==> src/hw/rtl/prs_pkg.sv <==
// Shared types and constants for the page replacement simulator.
// No dependencies.
`default_nettype none
package prs_pkg;
	localparam int unsigned IDX_W   = 5;
	localparam int unsigned NFR_W   = 6;
	localparam int unsigned PAGE_W  = 8;
	localparam int unsigned STAMP_W = 7;
	localparam int unsigned POS_W   = 7;
	localparam int unsigned KEY_W   = 8;

	localparam logic [1:0] MODE_LRU = 2'd1;
	localparam logic [1:0] MODE_OPT = 2'd2;

	localparam logic CFG_MODE = 1'b0;
	localparam logic CFG_NFR  = 1'b1;

	typedef struct packed {
		logic               clr;
		logic               load;
		logic               touch;
		logic [PAGE_W-1:0]  page;
		logic [STAMP_W-1:0] stamp;
		logic               scan_clr;
		logic               scan_valid;
		logic [PAGE_W-1:0]  scan_page;
		logic [POS_W-1:0]   scan_idx;
		logic               use_next;
	} cell_ctrl_t;

	typedef struct packed {
		logic              hit_found;
		logic [IDX_W-1:0]  hit_idx;
		logic              emp_found;
		logic [IDX_W-1:0]  emp_idx;
		logic [KEY_W-1:0]  vic_key;
		logic [IDX_W-1:0]  vic_idx;
		logic [PAGE_W-1:0] vic_page;
	} carry_t;
endpackage
`default_nettype wire

==> src/hw/rtl/prs_ram.sv <==
// Generic single write, single read RAM with registered read data.
// No dependencies.
`default_nettype none
module prs_ram #(
	parameter int unsigned WIDTH = 8,
	parameter int unsigned DEPTH = 64
) (
	input  wire logic                     clk,
	input  wire logic                     we,
	input  wire logic [$clog2(DEPTH)-1:0] waddr,
	input  wire logic [WIDTH-1:0]         wdata,
	input  wire logic [$clog2(DEPTH)-1:0] raddr,
	output logic      [WIDTH-1:0]         rdata
);
	logic [WIDTH-1:0] mem_q [DEPTH];

	always_ff @(posedge clk) begin
		if (we) begin
			mem_q[waddr] <= wdata;
		end
		rdata <= mem_q[raddr];
	end
endmodule
`default_nettype wire

==> src/hw/rtl/prs_cell.sv <==
// One frame cell: page, valid, stamp and next use; passes a registered
// search carry to its neighbour. Depends on prs_pkg.
`default_nettype none
module prs_cell #(
	parameter int unsigned IDX = 0
) (
	input  wire logic                clk,
	input  wire logic                arst_n,
	input  wire prs_pkg::cell_ctrl_t ctrl,
	input  wire logic                sel,
	input  wire logic                part,
	input  wire prs_pkg::carry_t     cin,
	output prs_pkg::carry_t          cout
);
	logic [prs_pkg::PAGE_W-1:0]  page_q;
	logic                        valid_q;
	logic [prs_pkg::STAMP_W-1:0] stamp_q;
	logic                        nf_q;
	logic [prs_pkg::POS_W-1:0]   nxt_q;
	logic [prs_pkg::KEY_W-1:0]   key;
	prs_pkg::carry_t             c;

	always_comb begin
		if (ctrl.use_next) begin
			key = nf_q ? (prs_pkg::KEY_W'(127) - {1'b0, nxt_q}) : '0;
		end else begin
			key = {1'b0, stamp_q};
		end
		c = cin;
		if (part) begin
			if (!cin.hit_found && valid_q && page_q == ctrl.page) begin
				c.hit_found = 1'b1;
				c.hit_idx   = prs_pkg::IDX_W'(IDX);
			end
			if (!cin.emp_found && !valid_q) begin
				c.emp_found = 1'b1;
				c.emp_idx   = prs_pkg::IDX_W'(IDX);
			end
			if (key < cin.vic_key) begin
				c.vic_key  = key;
				c.vic_idx  = prs_pkg::IDX_W'(IDX);
				c.vic_page = page_q;
			end
		end
	end

	always_ff @(posedge clk or negedge arst_n) begin
		if (!arst_n) begin
			valid_q <= 1'b0;
			page_q  <= '0;
			stamp_q <= '0;
			nf_q    <= 1'b0;
			nxt_q   <= '0;
			cout    <= '0;
		end else begin
			cout <= c;
			if (ctrl.clr) begin
				valid_q <= 1'b0;
				page_q  <= '0;
				stamp_q <= '0;
			end else if (sel) begin
				if (ctrl.load) begin
					valid_q <= 1'b1;
					page_q  <= ctrl.page;
				end
				if (ctrl.load || ctrl.touch) begin
					stamp_q <= ctrl.stamp;
				end
			end
			if (ctrl.scan_clr) begin
				nf_q <= 1'b0;
			end else if (ctrl.scan_valid && !nf_q && ctrl.scan_page == page_q) begin
				nf_q  <= 1'b1;
				nxt_q <= ctrl.scan_idx;
			end
		end
	end
endmodule
`default_nettype wire

==> src/hw/rtl/page_replacement_simulator_unit.sv <==
// Page replacement simulator top level: sequencer, request store, frame cells.
// Depends on prs_pkg, prs_ram, prs_cell.
//
// Requests arrive on page/last with in_valid/in_stall. Each request without
// last is accepted in idle and gives no result. A request with last starts a
// replay: in_stall stays high until every stored request has given its item
// on the output channel (out_valid/out_stall), in order.
// Per result item: one store read, a search through the row of frame cells,
// a decide step and the output register. Under the optimal policy a
// full-frame miss adds a scan with one store read per later stored request,
// a step to close the scan and a second cell search.
// An item is held in the output register while out_stall is high and the
// sequencer waits. Configuration (cfg_valid/cfg_ready, always ready) is
// to be written by the user between runs; the block does not enforce it. Reset
// clears all frames and the stored count; mode returns to FIFO and the frame
// count setting to 4.
`default_nettype none
module page_replacement_simulator_unit #(
	parameter int unsigned MAX_FRAMES = 16,
	parameter int unsigned SEQ_DEPTH  = 64
) (
	input  wire logic       clk,
	input  wire logic       arst_n,
	input  wire logic       cfg_valid,
	output logic            cfg_ready,
	input  wire logic       cfg_index,
	input  wire logic [4:0] cfg_data,
	input  wire logic       in_valid,
	output logic            in_stall,
	input  wire logic [7:0] page,
	input  wire logic       last,
	output logic            out_valid,
	input  wire logic       out_stall,
	output logic [5:0]      req_index,
	output logic [7:0]      req_page,
	output logic            hit,
	output logic [3:0]      frame,
	output logic            evicted_valid,
	output logic [7:0]      evicted_page,
	output logic [6:0]      miss_count,
	output logic            run_end
);
	localparam int unsigned AW = (SEQ_DEPTH > 1) ? $clog2(SEQ_DEPTH) : 1;
	localparam int unsigned CW = $clog2(SEQ_DEPTH + 1);
	localparam int unsigned WW = $clog2(MAX_FRAMES + 2);

	typedef enum logic [3:0] {
		ST_IDLE, ST_RD, ST_LATCH, ST_CHAIN, ST_DECIDE,
		ST_SCAN, ST_SCAN_END, ST_CHAIN2, ST_OUT
	} state_t;

	state_t                        state_q;
	logic [1:0]                    mode_q;
	logic [4:0]                    nfr_cfg_q;
	logic [prs_pkg::NFR_W-1:0]     n_q;
	logic [CW-1:0]                 cnt_q, count_q, k_q, j_q;
	logic [WW-1:0]                 wait_q;
	logic [7:0]                    p_q;
	logic [prs_pkg::STAMP_W-1:0]   stamp_q;
	logic [6:0]                    misses_q;
	logic                          clr_q, load_q, touch_q, scan_clr_q, use_next_q;
	logic [prs_pkg::IDX_W-1:0]     sel_q;
	logic [prs_pkg::STAMP_W-1:0]   cst_q;
	logic                          sv_s1;
	logic [CW-1:0]                 sj_s1;
	logic                          in_acc, store_we;
	logic [AW-1:0]                 raddr;
	logic [7:0]                    rdata;
	logic [prs_pkg::NFR_W-1:0]     n_next;
	prs_pkg::cell_ctrl_t           ctrl;
	prs_pkg::carry_t               carry [MAX_FRAMES+1];
	prs_pkg::carry_t               tail;

	assign cfg_ready = 1'b1;
	assign in_stall  = (state_q != ST_IDLE);
	assign in_acc    = in_valid && !in_stall;
	assign store_we  = in_acc && (cnt_q < CW'(SEQ_DEPTH));
	assign tail      = carry[MAX_FRAMES];

	always_comb begin
		case (state_q)
			ST_SCAN: raddr = j_q[AW-1:0];
			default: raddr = k_q[AW-1:0];
		endcase
		if (nfr_cfg_q == 5'd0) begin
			n_next = prs_pkg::NFR_W'(1);
		end else if ({1'b0, nfr_cfg_q} > prs_pkg::NFR_W'(MAX_FRAMES)) begin
			n_next = prs_pkg::NFR_W'(MAX_FRAMES);
		end else begin
			n_next = {1'b0, nfr_cfg_q};
		end
		ctrl.clr        = clr_q;
		ctrl.load       = load_q;
		ctrl.touch      = touch_q;
		ctrl.page       = p_q;
		ctrl.stamp      = cst_q;
		ctrl.scan_clr   = scan_clr_q;
		ctrl.scan_valid = sv_s1;
		ctrl.scan_page  = rdata;
		ctrl.scan_idx   = prs_pkg::POS_W'(sj_s1);
		ctrl.use_next   = use_next_q;
	end

	prs_ram #(.WIDTH(8), .DEPTH(SEQ_DEPTH)) u_store (
		.clk   (clk),
		.we    (store_we),
		.waddr (cnt_q[AW-1:0]),
		.wdata (page),
		.raddr (raddr),
		.rdata (rdata)
	);

	always_comb begin
		carry[0]         = '0;
		carry[0].vic_key = '1;
	end

	for (genvar i = 0; i < MAX_FRAMES; i++) begin : g_cell
		prs_cell #(.IDX(i)) u_cell (
			.clk    (clk),
			.arst_n (arst_n),
			.ctrl   (ctrl),
			.sel    (sel_q == prs_pkg::IDX_W'(i)),
			.part   (prs_pkg::NFR_W'(i) < n_q),
			.cin    (carry[i]),
			.cout   (carry[i+1])
		);
	end

	always_ff @(posedge clk or negedge arst_n) begin
		if (!arst_n) begin
			state_q       <= ST_IDLE;
			mode_q        <= 2'd0;
			nfr_cfg_q     <= 5'd4;
			n_q           <= '0;
			cnt_q         <= '0;
			count_q       <= '0;
			k_q           <= '0;
			j_q           <= '0;
			wait_q        <= '0;
			p_q           <= '0;
			stamp_q       <= '0;
			misses_q      <= '0;
			clr_q         <= 1'b0;
			load_q        <= 1'b0;
			touch_q       <= 1'b0;
			scan_clr_q    <= 1'b0;
			use_next_q    <= 1'b0;
			sel_q         <= '0;
			cst_q         <= '0;
			sv_s1         <= 1'b0;
			sj_s1         <= '0;
			out_valid     <= 1'b0;
			req_index     <= '0;
			req_page      <= '0;
			hit           <= 1'b0;
			frame         <= '0;
			evicted_valid <= 1'b0;
			evicted_page  <= '0;
			miss_count    <= '0;
			run_end       <= 1'b0;
		end else begin
			clr_q      <= 1'b0;
			load_q     <= 1'b0;
			touch_q    <= 1'b0;
			scan_clr_q <= 1'b0;
			sv_s1      <= (state_q == ST_SCAN);
			sj_s1      <= j_q;
			if (cfg_valid && cfg_ready) begin
				case (cfg_index)
					prs_pkg::CFG_MODE: mode_q <= cfg_data[1:0];
					prs_pkg::CFG_NFR:  nfr_cfg_q <= cfg_data;
					default: ;
				endcase
			end
			case (state_q)
				ST_IDLE: begin
					if (in_acc) begin
						if (store_we) begin
							cnt_q <= cnt_q + CW'(1);
						end
						if (last) begin
							count_q  <= store_we ? cnt_q + CW'(1) : cnt_q;
							n_q      <= n_next;
							k_q      <= '0;
							clr_q    <= 1'b1;
							stamp_q  <= '0;
							misses_q <= '0;
							state_q  <= ST_RD;
						end
					end
				end
				ST_RD: begin
					state_q <= ST_LATCH;
				end
				ST_LATCH: begin
					p_q        <= rdata;
					use_next_q <= 1'b0;
					wait_q     <= '0;
					state_q    <= ST_CHAIN;
				end
				ST_CHAIN: begin
					wait_q <= wait_q + WW'(1);
					if (wait_q == WW'(MAX_FRAMES)) begin
						state_q <= ST_DECIDE;
					end
				end
				ST_DECIDE: begin
					req_index     <= 6'(k_q);
					req_page      <= p_q;
					run_end       <= (k_q + CW'(1) == count_q);
					evicted_valid <= 1'b0;
					evicted_page  <= '0;
					if (tail.hit_found) begin
						hit        <= 1'b1;
						frame      <= 4'(tail.hit_idx);
						miss_count <= misses_q;
						if (mode_q == prs_pkg::MODE_LRU) begin
							touch_q <= 1'b1;
							sel_q   <= tail.hit_idx;
							cst_q   <= stamp_q + prs_pkg::STAMP_W'(1);
							stamp_q <= stamp_q + prs_pkg::STAMP_W'(1);
						end
						out_valid <= 1'b1;
						state_q   <= ST_OUT;
					end else if (tail.emp_found) begin
						hit        <= 1'b0;
						frame      <= 4'(tail.emp_idx);
						misses_q   <= misses_q + 7'd1;
						miss_count <= misses_q + 7'd1;
						load_q     <= 1'b1;
						sel_q      <= tail.emp_idx;
						cst_q      <= stamp_q + prs_pkg::STAMP_W'(1);
						stamp_q    <= stamp_q + prs_pkg::STAMP_W'(1);
						out_valid  <= 1'b1;
						state_q    <= ST_OUT;
					end else if (mode_q == prs_pkg::MODE_OPT) begin
						scan_clr_q <= 1'b1;
						j_q        <= k_q + CW'(1);
						wait_q     <= '0;
						if (k_q + CW'(1) < count_q) begin
							state_q <= ST_SCAN;
						end else begin
							state_q <= ST_SCAN_END;
						end
					end else begin
						hit           <= 1'b0;
						frame         <= 4'(tail.vic_idx);
						evicted_valid <= 1'b1;
						evicted_page  <= tail.vic_page;
						misses_q      <= misses_q + 7'd1;
						miss_count    <= misses_q + 7'd1;
						load_q        <= 1'b1;
						sel_q         <= tail.vic_idx;
						cst_q         <= stamp_q + prs_pkg::STAMP_W'(1);
						stamp_q       <= stamp_q + prs_pkg::STAMP_W'(1);
						out_valid     <= 1'b1;
						state_q       <= ST_OUT;
					end
				end
				ST_SCAN: begin
					j_q <= j_q + CW'(1);
					if (j_q + CW'(1) == count_q) begin
						state_q <= ST_SCAN_END;
					end
				end
				ST_SCAN_END: begin
					use_next_q <= 1'b1;
					wait_q     <= '0;
					state_q    <= ST_CHAIN2;
				end
				ST_CHAIN2: begin
					wait_q <= wait_q + WW'(1);
					if (wait_q == WW'(MAX_FRAMES)) begin
						hit           <= 1'b0;
						frame         <= 4'(tail.vic_idx);
						evicted_valid <= 1'b1;
						evicted_page  <= tail.vic_page;
						misses_q      <= misses_q + 7'd1;
						miss_count    <= misses_q + 7'd1;
						load_q        <= 1'b1;
						sel_q         <= tail.vic_idx;
						cst_q         <= stamp_q + prs_pkg::STAMP_W'(1);
						stamp_q       <= stamp_q + prs_pkg::STAMP_W'(1);
						out_valid     <= 1'b1;
						state_q       <= ST_OUT;
					end
				end
				ST_OUT: begin
					if (!out_stall) begin
						out_valid <= 1'b0;
						if (k_q + CW'(1) == count_q) begin
							cnt_q   <= '0;
							state_q <= ST_IDLE;
						end else begin
							k_q     <= k_q + CW'(1);
							state_q <= ST_RD;
						end
					end
				end
				default: state_q <= ST_IDLE;
			endcase
		end
	end

	a_no_input_in_replay: assert property (@(posedge clk) disable iff (!arst_n)
		out_valid |-> in_stall)
		else $error("input accepted while a result is pending");
	a_hit_no_evict: assert property (@(posedge clk) disable iff (!arst_n)
		(out_valid && hit) |-> !evicted_valid)
		else $error("hit reported with an eviction");
	a_evp_zero: assert property (@(posedge clk) disable iff (!arst_n)
		(out_valid && !evicted_valid) |-> (evicted_page == 8'd0))
		else $error("evicted page set without eviction");
	a_miss_bump: assert property (@(posedge clk) disable iff (!arst_n)
		(out_valid && !hit) |-> (miss_count != 7'd0))
		else $error("miss with zero miss count");
endmodule
`default_nettype wire

==> config.mk <==
export PLATFORM = sky130hd
export DESIGN_NAME = page_replacement_simulator_unit
export DESIGN_NICKNAME = d
export VERILOG_FILES = /design/src/hw/rtl/prs_pkg.sv /design/src/hw/rtl/prs_ram.sv /design/src/hw/rtl/prs_cell.sv /design/src/hw/rtl/page_replacement_simulator_unit.sv
export SDC_FILE = /design/constraint.sdc
export NUM_CORES = 2
export LEC_CHECK = 0
export ABC_CLOCK_PERIOD_IN_PS = 4450
export BUFFER_PORTS_ARGS = -buffer_cell sky130_fd_sc_hd__buf_2
export CORE_MARGIN = 2
export CORE_UTILIZATION = 40
export DETAILED_ROUTE_END_ITERATION = 16
export HOLD_SLACK_MARGIN = 0.02
export PLACE_DENSITY_LB_ADDON = 0.3
export SYNTH_ARGS = -nofsm -noshare
export SYNTH_HDL_FRONTEND = slang
export SYNTH_SLANG_ARGS = --single-unit
export TNS_END_PERCENT = 100
==> constraint.sdc <==
create_clock -name clk -period 4.45 [get_ports clk]
set_input_delay 0.445 -clock clk [delete_from_list [all_inputs] [get_ports clk]]
set_output_delay 0.445 -clock clk [all_outputs]
set_load 0.03 [all_outputs]
==> Word level (Yosys, flattened, before mapping) <==
Memories as Yosys holds them, arrays and structs flattened. A register that Yosys moved wholly into a read port is not among the register bits.
Index checks and enable logic that the tools add are counted.
{ "word_totals": {"output_inout_bits": 39, "regBits": 1038, "ramBits": 512, "wordCells": 929, "memories": 1, "in_bits": 20} }
{ "op_classes": {"add_sub_neg": 22, "eq_ne": 74, "n_mux": 322, "bitwise": 2, "n_reduce_logical": 252, "magnitude_cmp": 35} }
{ "mem_list": {"columns": ["memory", "depth", "word_bits", "read_ports", "rd_clocked_by_memory_dff", "wr", "line", "rtl"], "rows": [
  ["u_store.mem_q", 64, 8, 1, 1, 1, "prs_ram.sv:15", "logic [WIDTH-1:0] mem_q [DEPTH];"]
]} }
{ "ops": {"columns": ["operator", "count"], "rows": [
  ["two-way mux 8 bit", 69],
  ["two-way mux 33 bit", 16],
  ["two-way mux 7 bit", 54],
  ["two-way mux 21 bit", 16],
  ["equality test 8 bit", 32],
  ["two-way mux 6 bit", 33],
  ["subtractor 7 x 7 -> 8 bit (first input constant)", 16],
  ["less-than comparator 8 bit", 15],
  ["AND reduction 2 bit", 51],
  ["two-way mux 1 bit", 93],
  ["logical AND 1 bit", 80],
  ["nonzero test 2 bit", 38],
  ["case mux 7 bit (2 select lines)", 5],
  ["logical NOT 1 bit", 62],
  ["two-way mux 4 bit", 13],
  ["two-way mux 5 bit", 10],
  ["less-than comparator 4 x 6 -> 1 bit (first input constant)", 8],
  ["case mux 7 bit (3 select lines)", 2],
  ["equality test 5 x 4 -> 1 bit (second input constant)", 8],
  ["case mux 4 bit (9 select lines)", 1],
  ["adder 7 x 1 -> 7 bit (second input constant)", 5],
  ["less-than comparator 3 x 6 -> 1 bit (first input constant)", 4],
  ["equality test 5 x 3 -> 1 bit (second input constant)", 4],
  ["inequality test 2 bit (second input constant)", 10],
  ["39 further kinds", 62]
]} }

==> Logic depth before layout (Yosys ltp) <==
{ "depth": {"ltp_word": 7, "ltp_mapped": 15} }

==> Cells and area by module <==
From an unflattened synthesis, not the netlist that was laid out.
{ "hier_totals": {"cells_unflattened": 5246, "area_unflattened_um2": 68936.1} }
{ "modules_own_cells": {"columns": ["module", "cells_per_inst", "n_inst", "area_each_um2"], "rows": [
  ["prs_cell", 224, 16, 2628.8],
  ["prs_ram", 954, 1, 20225.6],
  ["page_replacement_simulator_unit", 708, 1, 6650.1]
]} }

==> Worst setup path after synthesis <==
OpenSTA, ideal clock, no wires.
{ "synth_timing": {"path_type": "reg2reg", "startpoint": "register use_next_q", "endpoint": "register g_cell[15].u_cell.cout[2] in the netlist's numbering", "setup_slack_ns": 1.090, "period_less_slack_ns": 3.360, "stages_incl_launch_ff": 16, "setup_ns": 0.125, "t_arrival_ns": 3.235, "cell_sequence": "dfrtp_1 buf_2 buf_4 buf_2 buf_1 buf_1 buf_1 o22ai_1 ha_1 a21o_1 a21oi_1 o21ai_0 a21oi_1 o311a_1 buf_2 mux2_2"} }
{ "synth_rtl": {"columns": ["item", "line", "rtl"], "rows": [
  ["from (decl)", "page_replacement_simulator_unit.sv:61", "logic clr_q, load_q, touch_q, scan_clr_q, use_next_q;"],
  ["from (signal assigned)", "page_replacement_simulator_unit.sv:148", "use_next_q <= 1'b0;"],
  ["from (signal assigned)", "page_replacement_simulator_unit.sv:198", "use_next_q <= 1'b0;"],
  ["from (signal assigned)", "page_replacement_simulator_unit.sv:268", "use_next_q <= 1'b1;"],
  ["to (signal assigned)", "prs_cell.sv:54", "cout <= '0;"],
  ["to (signal assigned)", "prs_cell.sv:56", "cout <= c;"],
  ["to (decl)", "prs_cell.sv:13", "output prs_pkg::carry_t cout"]
]} }

==> Worst setup path after layout <==
{ "layout_timing": {"startpoint": "register state_q[0]", "endpoint": "register u_store.rdata[1] (read register of u_store.mem_q)"} }
{ "layout_between": {"elab_chain_len": 2} }
{ "layout_rtl": {"columns": ["item", "line", "rtl"], "rows": [
  ["from (decl)", "page_replacement_simulator_unit.sv:52", "state_t state_q;"],
  ["from (signal assigned)", "page_replacement_simulator_unit.sv:132", "state_q <= ST_IDLE;"],
  ["from (signal assigned)", "page_replacement_simulator_unit.sv:189", "state_q <= ST_RD;"],
  ["from (signal assigned)", "page_replacement_simulator_unit.sv:194", "state_q <= ST_LATCH;"],
  ["equality test 4 x 3 -> 1 bit", "page_replacement_simulator_unit.sv:81", "case (state_q)"],
  ["two-way mux 6 bit", "page_replacement_simulator_unit.sv:81", null],
  ["to (decl)", "prs_ram.sv:13", "output logic [WIDTH-1:0] rdata"]
]} }
Every way passes these cells.
A chain may end at the register's enable or synchronous reset.

==> reports/qor.csv <==
metric,value,unit
Die Y,399.7,um
vias in the first global route,39550,
delay of the slowest critical-path stage,0.66,ns
"top cells by area, synth","dfrtp_1 (38%), edfxtp_1 (25%), mux2_2 (6.0%)",
die area,159800,um^2
RSZ-0062 raised after global routing,no,
gpl congestion,0.8737,
worst hold endpoint,mode_q[1],
Post-synth ARST share,64.46,%
switch share,30.50,%
net count after synthesis,5233,
power density of the placed cells,516.3,nW/um^2
antenna-violating nets left,0,
top-area cell type share of the netlist area,37.64,%
HPWL Detailed,110500,um
count of input and output buffers,57,
Sum Neg Setup Slack,0,ns
post-synthesis sequential area ratio,62.48,%
kind of critical path,register to register,
Yosys warnings,0,
crit start category,register,
Post-synth top flop,dfrtp_1,
residual DRC count,0,
Root Driver,clkbuf_16,
Leak,0.03030,uW
R2R Setup Slk,0.87,ns
CP bufs+invs,2,
Post-DP Area,65600,um^2
Final Instance Area,70730,um^2
Layout area overhead,12.94,%
Mean Syn Cell Area,12.26,um^2
antenna violations before repair,8,
"Clk pin slew, worst setup/hold paths",0.06,ns
Worst EP required,5.08,ns
final net count,5310,
reg2reg start,state_q[0],
most used standard cell by instance count after synthesis,dfrtp_1,
Core Area,155800,um^2
Worst Hold Launch,cfg_valid,
cts bufs inserted,151,
"most used cell, CP",a22oi_1,
Yosys cell types,77,
Psw,11140,uW
post-route minimum period,3.579,ns
routed vias/inst,5.338,
crit path cell chain,and2b_4 -> nand2_8 -> inv_8 -> mux2_8 -> buf_12 -> a21oi_1 -> a22oi_1 -> a22oi_1 -> o21ai_1 -> a22oi_1 -> o221ai_1,
clk sink count,1463,
Max Root-Sink Buffers,3,
R2R depth,11,
TritonCTS clock tree,built,
Clock Latency Late Sink,0.79,ns
Final Power,36520,uW
critical path peak fanout,95,
Comb pwr share,20.9,%
CP Data Arrival Time,4.21,ns
maxcap violations,0,
largest net degree at the start of global routing,113,
Post-synth top cells,"dfrtp_1 (942), nand2_1 (646), edfxtp_1 (512), mux2_2 (335), nor2_1 (234)",
worst hold path stage count,3,
Top Ports,59,
clock skew,0.03544,ns
Via Count,39350,
post-route core utilization,45.39,%
initial core utilization,40.19,%
min-delay worst type,primary input to register,
Worst setup EP type,register,
die width,399.7,um
H-tree depth,4,
final wirelength,165200,um
DR pass1 iterations,5,
Slowest cell on crit path,dfrtp_1,
Worst Max-Slew Pin Slew,1.281,ns
synthesized cell area,62630,um^2
fmax,0.2794,GHz
power share of the clock group,35.0,%
initial drt markers,3489,
sequential power share,44.1,%
Post-CTS Setup Bufs,0,
cell taking the most area after synthesis,dfrtp_1,
status,"finished, final reports clean",
Fin. Hold Viols,0,
proportion of layout cells with a drive suffix above 1,16.78,%
Tcrit/Tclk final,80.42,%
VDD IR max,0.3978,mV
register bit count reported by yosys,1463,
final number of setup-violating endpoints,0,
Total GRT Usage,20.79,%
Rel. slew slack,14.21,%
wire per inst,22.41,um
Worst path top cell family by delay,compound AO/OA/AOI/OAI gates,
GRT overflow,0,
Int Power,25380,uW
crit path launch,state_q[0],
Gate Count Post-Synth,5108,
Reg-to-Reg End,u_store.rdata[1],
Max Slew Vio Count,0,
Rows,145,
first-pass GRT wire length,249900,um
number of synthesized flops with an enable pin,512,
repair_timing:
| action | 4_1_cts | 5_1_grt |
|---|---|---|
| gates resized for setup | 0 | 0 |
| endpoints found under the hold margin | 84 | 0 |
| hold buffers | 8 | 0 |
worst min-delay path, delay by kind of cell:
kind / cells / cell delay, ns
muxes: 1 / 0.17
buffers and inverters: 1 / 0.08
and+or+nand+nor: 1 / 0.18
per-layer routing:
metal / GRT usage [%] / part of all wire [%] / vias to the layer above
li1: - / - / 18090
met1: 29.19 / 44 / 19850
met2: 32.97 / 47 / 1154
met3: 3.490 / 6.1 / 257
met4: 6.572 / 2.8 / 2
met5: 0 / 0.0091 / -
state kept, by name (all words and copies together), names as in the netlist, 8 cells and up:
register / flops
g_cell.u_cell.valid_q: 16
g_cell.u_cell.cout: 427
g_cell.u_cell.nxt_q: 112
p_q: 8
g_cell.u_cell.stamp_q: 112
g_cell.u_cell.nf_q: 16
u_store.rdata: 8
req_page: 8
u_store.mem_q: 512
evicted_page: 8
g_cell.u_cell.page_q: 128
through the flow:
stage	hold slack [ns]	setup slack, ns	cells
after floorplan	0.1494	1.090	5108
after global placement	0.4160	0.9995	7082
after detailed placement	0.4146	0.9234	7082
after CTS	0.06996	0.9020	7367
after global routing	0.1314	0.7117	7369
final	0.1250	0.8714	7371
cell type report:
type,instances,area [um^2]
Fill cell,14020,85110
Clock buffer,212,4218
Timing Repair Buffer,199,1556
Antenna cell,4,10.01
Tap cell,2058,2575
Multi-Input combinational cell,3135,21510
Sequential cell,1463,39150
Clock inverter,65,822.0
Inverter,235,889.6
layout by cell type (no fill, tap or decap), types with 56 or more instances in the layout:
cell         n
nor2_1     233
buf_4      120
xor2_1     154
o21ai_0    198
mux2_2     335
xnor2_1    129
inv_1      233
clkbuf_16  151
a21oi_1    192
nand2_1    646
dfrtp_1    935
edfxtp_1   512
a21o_1      65
ha_1       105
nand3_1    155
mux2i_1    108
buf_2       56
nand2b_1    87
o22ai_1    106
worst max path at each step:
stage	to	cells after the start
finish	u_store.rdata[1]	11
global route	g_cell[2].u_cell.cout[5]	11
CTS	g_cell[2].u_cell.cout[5]	11
global placement	u_store.rdata[6]	9
detailed placement	g_cell[2].u_cell.cout[19]	11
floorplan	g_cell[15].u_cell.cout[2]	15
cells by family after synthesis:
logic type / synth area share (%)
AOI/OAI and AO/OA: 8.061
adders and majority gates: 2.098
xor gates and xnor gates: 3.958
other: 0.005988
muxes: 8.940
buffers and inverters: 3.290
DFF: 62.48
and+or+nand+nor: 11.16
power by group through the flow:
stage,sequential (uW),clock (uW),combinational (uW)
2_1_floorplan,15700,0,5400
3_3_place_gp,16300,0,7530
3_5_place_dp,16300,0,7620
4_1_cts,16100,13100,7670
5_1_grt,16200,13600,8280
6_report,16100,12800,7620
No activity file was read; power rests on OpenSTA's default activity.
